## config.mk

```make
export PLATFORM = sky130hd
export DESIGN_NAME = query_string_form_decoder
export DESIGN_NICKNAME = d
export VERILOG_FILES = /design/src/sv/qsfd_pkg.sv /design/src/sv/qsfd_decode.sv /design/src/sv/qsfd_out_fifo.sv /design/src/sv/query_string_form_decoder.sv
export SDC_FILE = /design/constraint.sdc
export NUM_CORES = 1
export LEC_CHECK = 0
export BUFFER_PORTS_ARGS = -buffer_cell sky130_fd_sc_hd__clkbuf_2
export CAP_MARGIN = 20
export CELL_PAD_IN_SITES_DETAIL_PLACEMENT = 1
export CELL_PAD_IN_SITES_GLOBAL_PLACEMENT = 1
export CORE_MARGIN = 8
export CORE_UTILIZATION = 30
export DETAILED_ROUTE_END_ITERATION = 10
export PLACE_DENSITY = 0.61
export SETUP_SLACK_MARGIN = 0.2
export SLEW_MARGIN = 20
export SYNTH_ARGS = -nofsm -noshare
export SYNTH_HDL_FRONTEND = slang
export SYNTH_SLANG_ARGS = --single-unit
```

## constraint.sdc

```tcl
create_clock -name clk -period 4.05 [get_ports clk]
set_input_delay 0.81 -clock clk [delete_from_list [all_inputs] [get_ports clk]]
set_output_delay 0.81 -clock clk [all_outputs]
set_load 0.02 [all_outputs]
```

## src/sv/qsfd_pkg.sv

```systemverilog
`timescale 1ns / 1ps
// ----------------------------------------------------------------------------
// qsfd_pkg
// Shared types, character codes and helpers of the query string form decoder.
// ----------------------------------------------------------------------------
package qsfd_pkg;

    localparam logic [7:0] CHAR_PLUS    = 8'h2B;
    localparam logic [7:0] CHAR_PERCENT = 8'h25;
    localparam logic [7:0] CHAR_AMP     = 8'h26;
    localparam logic [7:0] CHAR_SEMI    = 8'h3B;
    localparam logic [7:0] CHAR_EQUALS  = 8'h3D;
    localparam logic [7:0] CHAR_SPACE   = 8'h20;

    localparam logic [1:0] KIND_NAME  = 2'd0;
    localparam logic [1:0] KIND_VALUE = 2'd1;
    localparam logic [1:0] KIND_END   = 2'd2;

    localparam logic [1:0] ESC_IDLE   = 2'd0;
    localparam logic [1:0] ESC_FIRST  = 2'd1;
    localparam logic [1:0] ESC_SECOND = 2'd2;

    // Results a single beat can cause, and the output queue depth
    localparam int MAX_RESULTS = 2;
    localparam int FIFO_DEPTH  = 2;

    typedef struct packed {
        logic       in_value_field;
        logic [1:0] escape_phase;
        logic [3:0] high_nibble;
        logic       high_nibble_ok;
    } dec_state_t;

    typedef struct packed {
        logic [7:0] out_byte;
        logic [1:0] item_kind;
        logic       pair_has_value;
        logic       string_done;
        logic       run_last;
    } result_t;

    typedef struct packed {
        logic [1:0] count;
        result_t    r0;
        result_t    r1;
    } step_t;

    function automatic logic [4:0] hex_nibble(input logic [7:0] ch);
        logic [4:0] res;
        res = 5'd0;
        if (ch >= 8'h30 && ch <= 8'h39)
        begin
            res = {1'b1, 4'(ch - 8'h30)};
        end
        else if (ch >= 8'h61 && ch <= 8'h66)
        begin
            res = {1'b1, 4'(ch - 8'h57)};
        end
        else if (ch >= 8'h41 && ch <= 8'h46)
        begin
            res = {1'b1, 4'(ch - 8'h37)};
        end
        return res;
    endfunction

endpackage

```

## src/sv/qsfd_decode.sv

```systemverilog
`timescale 1ns / 1ps
// ----------------------------------------------------------------------------
// qsfd_decode
// Segment and percent-escape state with the per-byte decode step.
// ----------------------------------------------------------------------------
module qsfd_decode
(
    input  logic            clk,
    input  logic            rst_n,
    input  logic [7:0]      ch,
    input  logic            last,
    input  logic            fire,
    output qsfd_pkg::step_t step
);
    import qsfd_pkg::*;

    dec_state_t state_reg;
    dec_state_t state_next;
    result_t    data_res;
    logic       data_emit;
    logic       is_sep;
    logic [4:0] hex;
    logic [1:0] kind_cur;

    assign is_sep   = (ch == CHAR_AMP) || (ch == CHAR_SEMI);
    assign hex      = hex_nibble(ch);
    assign kind_cur = state_reg.in_value_field ? KIND_VALUE : KIND_NAME;

    always_comb
    begin
        state_next = state_reg;
        data_emit  = 1'b0;
        data_res   = '0;
        if (is_sep)
        begin
            data_emit               = 1'b1;
            data_res.item_kind      = KIND_END;
            data_res.pair_has_value = state_reg.in_value_field;
            state_next              = '0;
        end
        else if (ch == CHAR_EQUALS && !state_reg.in_value_field)
        begin
            state_next                = '0;
            state_next.in_value_field = 1'b1;
        end
        else if (state_reg.escape_phase == ESC_FIRST)
        begin
            state_next.high_nibble_ok = hex[4];
            state_next.high_nibble    = hex[3:0];
            state_next.escape_phase   = ESC_SECOND;
        end
        else if (state_reg.escape_phase != ESC_IDLE)
        begin
            // drop the whole escape when either digit is not hex
            if (hex[4] && state_reg.high_nibble_ok)
            begin
                data_emit          = 1'b1;
                data_res.out_byte  = {state_reg.high_nibble, hex[3:0]};
                data_res.item_kind = kind_cur;
            end
            state_next.escape_phase   = ESC_IDLE;
            state_next.high_nibble    = 4'd0;
            state_next.high_nibble_ok = 1'b0;
        end
        else if (ch == CHAR_PERCENT)
        begin
            state_next.escape_phase = ESC_FIRST;
        end
        else
        begin
            data_emit          = 1'b1;
            data_res.out_byte  = (ch == CHAR_PLUS) ? CHAR_SPACE : ch;
            data_res.item_kind = kind_cur;
        end

        step = '0;
        if (data_emit)
        begin
            step.r0    = data_res;
            step.count = 2'd1;
        end
        if (last)
        begin
            // closing marker takes the next free slot
            if (data_emit)
            begin
                step.r1.item_kind      = KIND_END;
                step.r1.pair_has_value = state_next.in_value_field;
                step.r1.string_done    = 1'b1;
                step.r1.run_last       = 1'b1;
                step.count             = 2'd2;
            end
            else
            begin
                step.r0.item_kind      = KIND_END;
                step.r0.pair_has_value = state_next.in_value_field;
                step.r0.string_done    = 1'b1;
                step.r0.run_last       = 1'b1;
                step.count             = 2'd1;
            end
            state_next = '0;
        end
        else if (data_emit)
        begin
            step.r0.run_last = 1'b1;
        end
    end

    always_ff @(posedge clk or negedge rst_n)
    begin
        if (!rst_n)
        begin
            state_reg <= '0;
        end
        else if (fire)
        begin
            state_reg <= state_next;
        end
    end

endmodule

```

## src/sv/qsfd_out_fifo.sv

```systemverilog
`timescale 1ns / 1ps
// ----------------------------------------------------------------------------
// qsfd_out_fifo
// Two-entry result queue that takes up to two results per cycle.
// ----------------------------------------------------------------------------
module qsfd_out_fifo
(
    input  logic              clk,
    input  logic              rst_n,
    input  qsfd_pkg::step_t   push,
    input  logic              push_en,
    output logic [1:0]        count,
    output logic              m_tvalid,
    input  logic              m_tready,
    output qsfd_pkg::result_t head
);
    import qsfd_pkg::*;

    result_t    mem_reg [FIFO_DEPTH];
    logic       wr_ptr_reg;
    logic       wr_ptr_next;
    logic       rd_ptr_reg;
    logic       rd_ptr_next;
    logic [1:0] count_reg;
    logic [1:0] count_next;
    logic [1:0] push_cnt;
    logic       pop;

    assign push_cnt = push_en ? push.count : 2'd0;
    assign pop      = m_tvalid && m_tready;
    assign m_tvalid = (count_reg != 2'd0);
    assign head     = mem_reg[rd_ptr_reg];
    assign count    = count_reg;

    always_comb
    begin
        count_next  = count_reg + push_cnt - {1'b0, pop};
        wr_ptr_next = wr_ptr_reg ^ push_cnt[0];
        rd_ptr_next = rd_ptr_reg ^ pop;
    end

    always_ff @(posedge clk or negedge rst_n)
    begin
        if (!rst_n)
        begin
            count_reg  <= 2'd0;
            wr_ptr_reg <= 1'b0;
            rd_ptr_reg <= 1'b0;
        end
        else
        begin
            count_reg  <= count_next;
            wr_ptr_reg <= wr_ptr_next;
            rd_ptr_reg <= rd_ptr_next;
        end
    end

    always_ff @(posedge clk)
    begin
        if (push_cnt != 2'd0)
        begin
            mem_reg[wr_ptr_reg] <= push.r0;
        end
        if (push_cnt == 2'd2)
        begin
            mem_reg[~wr_ptr_reg] <= push.r1;
        end
    end

endmodule

```

## src/sv/query_string_form_decoder.sv

```systemverilog
`timescale 1ns / 1ps
// ----------------------------------------------------------------------------
// query_string_form_decoder
// Percent-decodes a name=value form string and tags name, value and end beats.
// ----------------------------------------------------------------------------
// Path: a beat is registered in the input stage, decoded combinationally and
//   written into the output queue when the queue has room; the queue head drives the output.
// Throughput: one input beat per cycle while each beat yields one result and the
//   output is not stalled; with a result queued, a two-result beat waits until the queue
//   has room for both, and the beat after it waits while the two-entry queue drains.
// Reset: rst_n asynchronously clears the input valid flag, queue count and
//   pointers, and the decode state (name field, no escape pending).
// ----------------------------------------------------------------------------
module query_string_form_decoder
(
    input  logic       clk,
    input  logic       rst_n,
    input  logic       s_tvalid,
    output logic       s_tready,
    input  logic [7:0] s_tdata,   // [7:0] in_byte
    input  logic       s_tlast,   // string_end
    output logic       m_tvalid,
    input  logic       m_tready,
    output logic [7:0] m_tdata,   // [7:0] out_byte
    output logic [3:0] m_tuser,   // [1:0] item_kind, [2] pair_has_value, [3] string_done
    output logic       m_tlast    // run_last
);
    import qsfd_pkg::*;

    logic       in_valid_reg;
    logic       in_valid_next;
    logic [7:0] in_byte_reg;
    logic       in_last_reg;
    logic       consume;
    logic [1:0] fifo_count;
    logic [2:0] fill_after;
    step_t      step;
    result_t    head;

    qsfd_decode u_decode
    (
        .clk   (clk),
        .rst_n (rst_n),
        .ch    (in_byte_reg),
        .last  (in_last_reg),
        .fire  (consume),
        .step  (step)
    );

    qsfd_out_fifo u_fifo
    (
        .clk      (clk),
        .rst_n    (rst_n),
        .push     (step),
        .push_en  (consume),
        .count    (fifo_count),
        .m_tvalid (m_tvalid),
        .m_tready (m_tready),
        .head     (head)
    );

    // advance only when the queue has room for every result of the held beat
    assign fill_after = {1'b0, fifo_count} + {1'b0, step.count};
    assign consume    = in_valid_reg && (fill_after <= 3'(FIFO_DEPTH));
    assign s_tready   = !in_valid_reg || consume;

    always_comb
    begin
        in_valid_next = in_valid_reg;
        if (s_tready)
        begin
            in_valid_next = s_tvalid;
        end
    end

    always_ff @(posedge clk or negedge rst_n)
    begin
        if (!rst_n)
        begin
            in_valid_reg <= 1'b0;
        end
        else
        begin
            in_valid_reg <= in_valid_next;
        end
    end

    always_ff @(posedge clk)
    begin
        if (s_tvalid && s_tready)
        begin
            in_byte_reg <= s_tdata;
            in_last_reg <= s_tlast;
        end
    end

    assign m_tdata = head.out_byte;
    assign m_tuser = {head.string_done, head.pair_has_value, head.item_kind};
    assign m_tlast = head.run_last;

    a_fifo_bound : assert property (@(posedge clk) disable iff (!rst_n)
        fifo_count <= 2'(FIFO_DEPTH))
        else $error("output queue overfilled");

    a_hold_stalled : assert property (@(posedge clk) disable iff (!rst_n)
        in_valid_reg && !consume |=> in_valid_reg && $stable(in_byte_reg)
            && $stable(in_last_reg))
        else $error("stalled input beat lost");

    a_end_zero : assert property (@(posedge clk) disable iff (!rst_n)
        m_tvalid && m_tuser[1:0] == KIND_END |-> m_tdata == 8'd0)
        else $error("end marker carries data");

    a_data_flags : assert property (@(posedge clk) disable iff (!rst_n)
        m_tvalid && m_tuser[1:0] != KIND_END |-> m_tuser[3:2] == 2'b00)
        else $error("data beat carries end flags");

endmodule
```

### Yosys cells after proc, flatten, opt, wreduce, memory -nomap -nowiden

Memory sizes are Yosys's and may differ from the RTL's.
Index checks and enable logic that the tools add are counted.

* register bits after elaboration: 22
* RAM bits: 26
* input bits: 13
* output and inout port bits: 15
* memories kept: 1

* $add $sub $neg: 6
* magnitude comparators: 7
* equality and inequality tests: 7
* mux-type cells: 41
* bitwise logic cells: 3
* reductions and logical operators: 19

Memories
* u_fifo.mem_reg: depth 2, bits a word 13, read ports 1, clocked after Yosys merged registers in 0, write ports 2, line qsfd_out_fifo.sv:19 `result_t mem_reg [FIFO_DEPTH];`

Operators with widths (count)
* $mux W10: 5
* $eq A8 B6 Y1 const B: 5
* $mux W5: 7
* $mux W8: 4
* $ge A8 B7 Y1 const B: 2
* $le A8 B7 Y1 const B: 2
* $mux W1: 15
* $mux W14: 1
* $mux W7: 2
* $mux W2: 6
* $ge A8 B6 Y1 const B: 1
* $le A8 B6 Y1 const B: 1
* $logic_and A1 B1 Y1: 8
* $sub A4 B3 Y4 const B: 2
* $reduce_bool A2 Y1: 3
* $reduce_bool A6 Y1: 1
* $reduce_bool A5 Y1: 1
* $mux W4: 1
* $reduce_and A2 Y1: 2
* $sub A4 B1 Y4 const B: 1
* $add A2 B2 Y3: 1
* $le A3 B2 Y1 const B: 1
* $add A2 B2 Y2: 1
* $eq A2 B1 Y1 const B: 1
* 6 further kinds: 9

### Longest topological paths before layout

* word-level depth: 20
* mapped depth: 19
* gate-level depth less buffers: 18

### Hierarchy

Synthesis repeated with hierarchy kept, for this count alone.

* cells, all modules: 233
* area, all modules: 2947.8 um^2

Modules (own cells, without submodules)
* qsfd_out_fifo: instances 1, cells each 90, area each 1580.3 um^2
* qsfd_decode: instances 1, cells each 125, area each 1006.0 um^2
* query_string_form_decoder: instances 1, cells each 18, area each 361.6 um^2

### Worst setup path after synthesis

OpenSTA, ideal clock, no wires.

* path type: reg2reg
* from: register in_byte_reg[0]
* to: register u_fifo.count_reg[1], in the netlist u_fifo.count[1]
* library setup time: 80 ps
* data arrival time: 3936 ps
* setup slack: 34 ps
* cell stages (with the launch flop): 20
* period minus slack after synthesis: 4016 ps
* path through: edfxtp_1 > inv_1 > ha_1 > nor3b_1 > and4bb_2 > nand3_1 > and3_1 > o31a_1 > ha_1 > inv_1 > ha_1 > fa_1 > a21oi_1 > nand2_1 > clkbuf_1 > nor2_1 > ha_1 > xnor2_1 > xnor2_1 > xnor2_1

* cells in the longest elaborated chain, start to end: 19

Ends and longest elaborated chain
* from (decl): line query_string_form_decoder.sv:32 `logic [7:0] in_byte_reg;`
* from (signal assigned): line query_string_form_decoder.sv:92 `in_byte_reg <= s_tdata;`
* $ge A8 B7 Y1 or $le A8 B7 Y1 (tied branches): line qsfd_pkg.sv:59 `else if (ch >= 8'h41 && ch <= 8'h46)`
* $logic_and A1 B1 Y1: line qsfd_pkg.sv:59
* $mux W5: line qsfd_pkg.sv:59
* $mux W5: line qsfd_pkg.sv:55 `else if (ch >= 8'h61 && ch <= 8'h66)`
* $mux W5: line qsfd_pkg.sv:51 `if (ch >= 8'h30 && ch <= 8'h39)`
* $logic_and A1 B1 Y1: line qsfd_decode.sv:55 `if (hex[4] && state_reg.high_nibble_ok)`
* $mux W1: line qsfd_decode.sv:55
* $mux W1: line qsfd_decode.sv:52 `else if (state_reg.escape_phase != ESC_IDLE)`
* [... 4 more ...]
* $mux W2 *: line qsfd_decode.sv:82 `if (last)`
* $add A2 B2 Y3: line query_string_form_decoder.sv:63 `assign fill_after = {1'b0, fifo_count} + {1'b0, step.count};`
* $le A3 B2 Y1: line query_string_form_decoder.sv:64 `assign consume = in_valid_reg && (fill_after <= 3'(FIFO_DEPTH));`
* $logic_and A1 B1 Y1: line query_string_form_decoder.sv:64
* $mux W2 *: line qsfd_out_fifo.sv:29 `assign push_cnt = push_en ? push.count : 2'd0;`
* $add A2 B2 Y2 *: line qsfd_out_fifo.sv:37 `count_next = count_reg + push_cnt - {1'b0, pop};`
* $sub A2 B1 Y2 *: line qsfd_out_fifo.sv:37
* via u_fifo.count_next[1]: line qsfd_out_fifo.sv:25 `logic [1:0] count_next;`
* to (signal assigned): line qsfd_out_fifo.sv:52 `count_reg <= count_next;`
* to (decl): line qsfd_out_fifo.sv:24 `logic [1:0] count_reg;`

Mark *: on every way through the listed nets, which the timed path passes. The rest lies on a longest branch.
A chain may end at the register's enable or synchronous reset.

### Worst setup path in the final report

* from: register in_byte_reg[0]
* to: output port s_tready

* cells in the longest elaborated chain, start to end: 17

Ends and longest elaborated chain
* $ge A8 B7 Y1 or $le A8 B7 Y1 (tied branches): line qsfd_pkg.sv:59
* $logic_and A1 B1 Y1: line qsfd_pkg.sv:59
* $mux W5: line qsfd_pkg.sv:59
* $mux W5: line qsfd_pkg.sv:55
* $mux W5: line qsfd_pkg.sv:51
* $logic_and A1 B1 Y1: line qsfd_decode.sv:55
* $mux W1: line qsfd_decode.sv:55
* $mux W1: line qsfd_decode.sv:52
* $mux W1: line qsfd_decode.sv:46 `else if (state_reg.escape_phase == ESC_FIRST)`
* $mux W1: line qsfd_decode.sv:41 `else if (ch == CHAR_EQUALS && !state_reg.in_value_field)`
* $mux W1 *: line qsfd_decode.sv:34 `if (is_sep)`
* $mux W14 or $mux W2 (tied branches): line qsfd_decode.sv:77, qsfd_decode.sv:85
* $mux W2 *: line qsfd_decode.sv:82
* $add A2 B2 Y3 *: line query_string_form_decoder.sv:63
* $le A3 B2 Y1 *: line query_string_form_decoder.sv:64
* $logic_and A1 B1 Y1 *: line query_string_form_decoder.sv:64
* $logic_or A1 B1 Y1 *: line query_string_form_decoder.sv:65 `assign s_tready = !in_valid_reg || consume;`
* to (decl): line query_string_form_decoder.sv:19 `output logic s_tready,`

Mark *: on every way between the ends. The rest lies on a longest branch, timed or not.

==> qor.txt <==
OUTCOME
-------------------------------------------------------------------------------------------
Run status                                                                     complete, but fails checks
Violated checks                                                                setup timing

STA
-------------------------------------------------------------------------------------------
Actual transition at the worst max-transition pin                                   1080 ps
RSZ-0062 raised after global routing                                                   true
Final worst path period need                                                        4200 ps
Hold Fails Final Rpt                                                                      0
Final Skew                                                                          7.49 ps
Count of final max-slew check failures                                                    0
Final critical-path share of the clock period                                          104%
Top achievable clock speed                                                        0.238 GHz
Worst setup slack after layout                                                      -149 ps
Worst hold-check slack                                                               392 ps
Final setup vio count                                                                     1
Relative max-transition margin                                                        28.3%

YOSYS
-------------------------------------------------------------------------------------------
Post-synth net total                                                                    277
Leading register cell type out of synthesis                                    sky130_fd_sc_hd__dfxtp_1
Post-Synthesis Mean Instance Area                                                 10.1 um^2
Number of different library cells in the post-synthesis netlist                          54
Most common library cells after synthesis                                      sky130_fd_sc_hd__nand2_1, sky130_fd_sc_hd__o21ai_0, sky130_fd_sc_hd__dfxtp_1
Most repeated cell in the gate-level netlist after synthesis                   sky130_fd_sc_hd__nand2_1
Count of flip-flops with a built-in enable after synthesis                               17
Sequential element share of the synthesized area                                      46.7%
Total standard cell area after synthesis                                          2560 um^2
Yosys top cell by area                                                         sky130_fd_sc_hd__edfxtp_1
Number of register bits inferred by synthesis                                            48
Yosys top cell area share                                                             19.9%
Yosys warning count                                                                       0
Share of synthesized registers carrying an async set or reset                         27.1%
Gate count of the mapped netlist                                                        254
Leading post-synthesis cells by cell area                                      sky130_fd_sc_hd__edfxtp_1, sky130_fd_sc_hd__dfxtp_1, sky130_fd_sc_hd__dfrtp_1, sky130_fd_sc_hd__mux2_2, sky130_fd_sc_hd__nand2_1

DRT
-------------------------------------------------------------------------------------------
Drt drc                                                                                   0
Number of design-rule violations left by the first detailed-router iteration             78
Met1 WL                                                                             3.35 mm
DR WL met2                                                                          3.26 mm
Wirelength per Cell                                                                 16.6 um
Post-route ant nets                                                                       0
Met3 WL post-DR                                                                      287 um
Final WL                                                                            6.99 mm
Via total after detailed routing                                                       2109
Via-to-Cell Ratio                                                                      5.01
Uppermost layer routed                                                                 met4
First-pass iteration count of the detailed router                                         4

GLOBAL ROUTE
-------------------------------------------------------------------------------------------
GR Util All Layers                                                                    12.6%
Vias in the first global route                                                         2194
Number of antenna violations at the first check in global routing                         0
Leftover overflow at the end of global routing                                            0
Pin count of the biggest net entering global routing                                     16
First-pass GRT wire length                                                          11.5 mm

SETUP PATH
-------------------------------------------------------------------------------------------
Endpoint of the most critical register-to-register path                        u_fifo.mem_reg[1][2]
Kind of critical path                                                          flop to primary output
List of cells traversed by the critical path                                   inv_2, ha_4, nor3b_1, and4bb_2, nand3_2, and3_4, o31a_1, ha_4, inv_4, ha_4, fa_1, a21oi_2, nand2b_4, buf_8
Number of buffer and inverter instances along the worst setup path                        3
Worst-path fanout max                                                                     4
Startpoint of the worst setup timing path                                      in_byte_reg[0]
Slowest-stage cell, CP                                                         sky130_fd_sc_hd__fa_1
Reg2reg setup slack                                                                   20 ps
Crit path largest cell delay                                                         470 ps
Endpoint kind of the worst setup timing path                                   primary output
R2r worst-path depth                                                                     17
Launch point of the worst reg-to-reg path                                      in_byte_reg[0]
Arrival time at the worst endpoint                                                  3390 ps
Top Family by Delay on Critical Path                                            adder cells
Startpoint class of the critical path                                                  flop
Cell depth of the worst setup path                                                       14
Critical path's most frequent cell                                             sky130_fd_sc_hd__ha_4
Worst setup path endpoint                                                          s_tready
Required @ worst endpoint                                                           3240 ps

LAYOUT
-------------------------------------------------------------------------------------------
Fraction of layout cells with a size suffix above 1                                   44.0%
Max reg flops                                                                            26
Inserted Diodes                                                                           0
Post-layout util                                                                      41.5%
Number of nets in the finished design                                                   338
Area growth from synthesis to final layout                                            33.7%

FLOORPLAN
-------------------------------------------------------------------------------------------
I/O Pins                                                                                 28
Standard cell core area                                                           8260 um^2
Die X-Extent                                                                         108 um
FP Rows                                                                                  33
Die ar.                                                                          11700 um^2
Die boundary height                                                                  108 um
Initial Utilization                                                                   31.0%

CLOCK NETWORK
-------------------------------------------------------------------------------------------
Total number of H-tree levels                                                             2
Clock-pin slew on the worst setup and hold paths                                     100 ps
CTS tree                                                                                yes
Number of buffers inserted during clock tree synthesis                                    5
Buffer cell driving the clock tree root                                        sky130_fd_sc_hd__clkbuf_8
Insertion delay to the later sink of the worst-skew pair                             310 ps
Sinks on Clock Net                                                                       48
Max clock buf depth                                                                       2

PLACEMENT
-------------------------------------------------------------------------------------------
Place WS                                                                           -40.2 ps
Final weighted congestion in routability-driven placement                             0.878
Input/output buffers                                                                     27
Dpl hpwl                                                                            5.06 mm

PWR
-------------------------------------------------------------------------------------------
Worst ir drop on vdd                                                                 413 uV
Post-layout power                                                                   2.93 mW
Pwr dens                                                                        856 nW/um^2
Leakage                                                                             1.40 nW

FLOW RUN
-------------------------------------------------------------------------------------------
Count of maximum capacitance violations                                                   0

MIN PATH
-------------------------------------------------------------------------------------------
Hold Path Class                                                                primary input to asynchronous set/reset pin

## kinds of logic after synthesis
kind of cell | share of synthesized area, %
compound gates | 16.8
xor+xnor | 2.39
fa+ha+maj | 5.18
buf+inv | 3.13
flops | 46.7
mux | 6.11
simple gates | 19.7
## power breakdown
group	internal, mW	switching (mW)	leakage (nW)
clock network	0.140	0.177	0.0521
logic	0.817	0.934	0.873
registers	0.711	0.151	0.480
total	1.67	1.26	1.40
## worst min path at each step
stage	start	end	slack [ps]
3_5_place_dp	u_fifo.mem_reg[0][10]	u_fifo.mem_reg[0][10]	450
2_1_floorplan	u_fifo.mem_reg[1][10]	u_fifo.mem_reg[1][10]	420
6_report	rst_n	u_fifo.wr_ptr_reg	390
5_1_grt	rst_n	u_fifo.wr_ptr_reg	410
3_3_place_gp	u_fifo.mem_reg[1][12]	u_fifo.mem_reg[1][12]	430
4_1_cts	rst_n	u_fifo.wr_ptr_reg	410
## stage by stage
| step | setup TNS [ps] | cells | area, um^2 |
|---|---|---|---|
| floorplan | 0 | 254 | 2590 |
| global placement | 0 | 397 | 2960 |
| detailed placement | -65.2 | 397 | 2960 |
| CTS | -257 | 416 | 3270 |
| global route | -532 | 421 | 3420 |
| finish | -149 | 421 | 3420 |
## placed cells by master, fill, tap and decap left out, drive strengths merged, types with 3 or more instances in the layout
cell     n
buf     35
a21o     4
or3      4
a22o     5
nor2    14
xnor2    6
o31a     3
and2     6
o21ai   21
nand2   36
o31ai    3
nor3     7
dfrtp   13
nor3b    4
nand3    7
clkbuf  32
nand2b   3
ha       9
dfxtp   18
mux2    13
a22oi    4
and3     3
edfxtp  17
inv     14
a21oi   10
## routing by layer
metal | track usage (%) | up-vias
met1 | 16.3 | 1015
met3 | 3.39 | 7
met5 | 0 | -
li1 | - | 1045
met4 | 3.32 | 0
met2 | 20.1 | 42
## final cells by class
class,instances,area [um^2]
clock inverters,2,12.5
inverters,12,47.5
clock buffers,6,82.6
well taps,105,131
repair buffers,61,427
multi-input cells,187,1530
fillers,944,4830
flip-flops and latches,48,1200
## repair_timing
action | in CTS | in global routing
buffers inserted | 11 | 5
setup endpoints to repair | 49 | 55
pin swaps | 21 | 25
gates resized for setup | 39 | 33
hold buffers | 0 | 0
(Power assumes the default switching activity.)
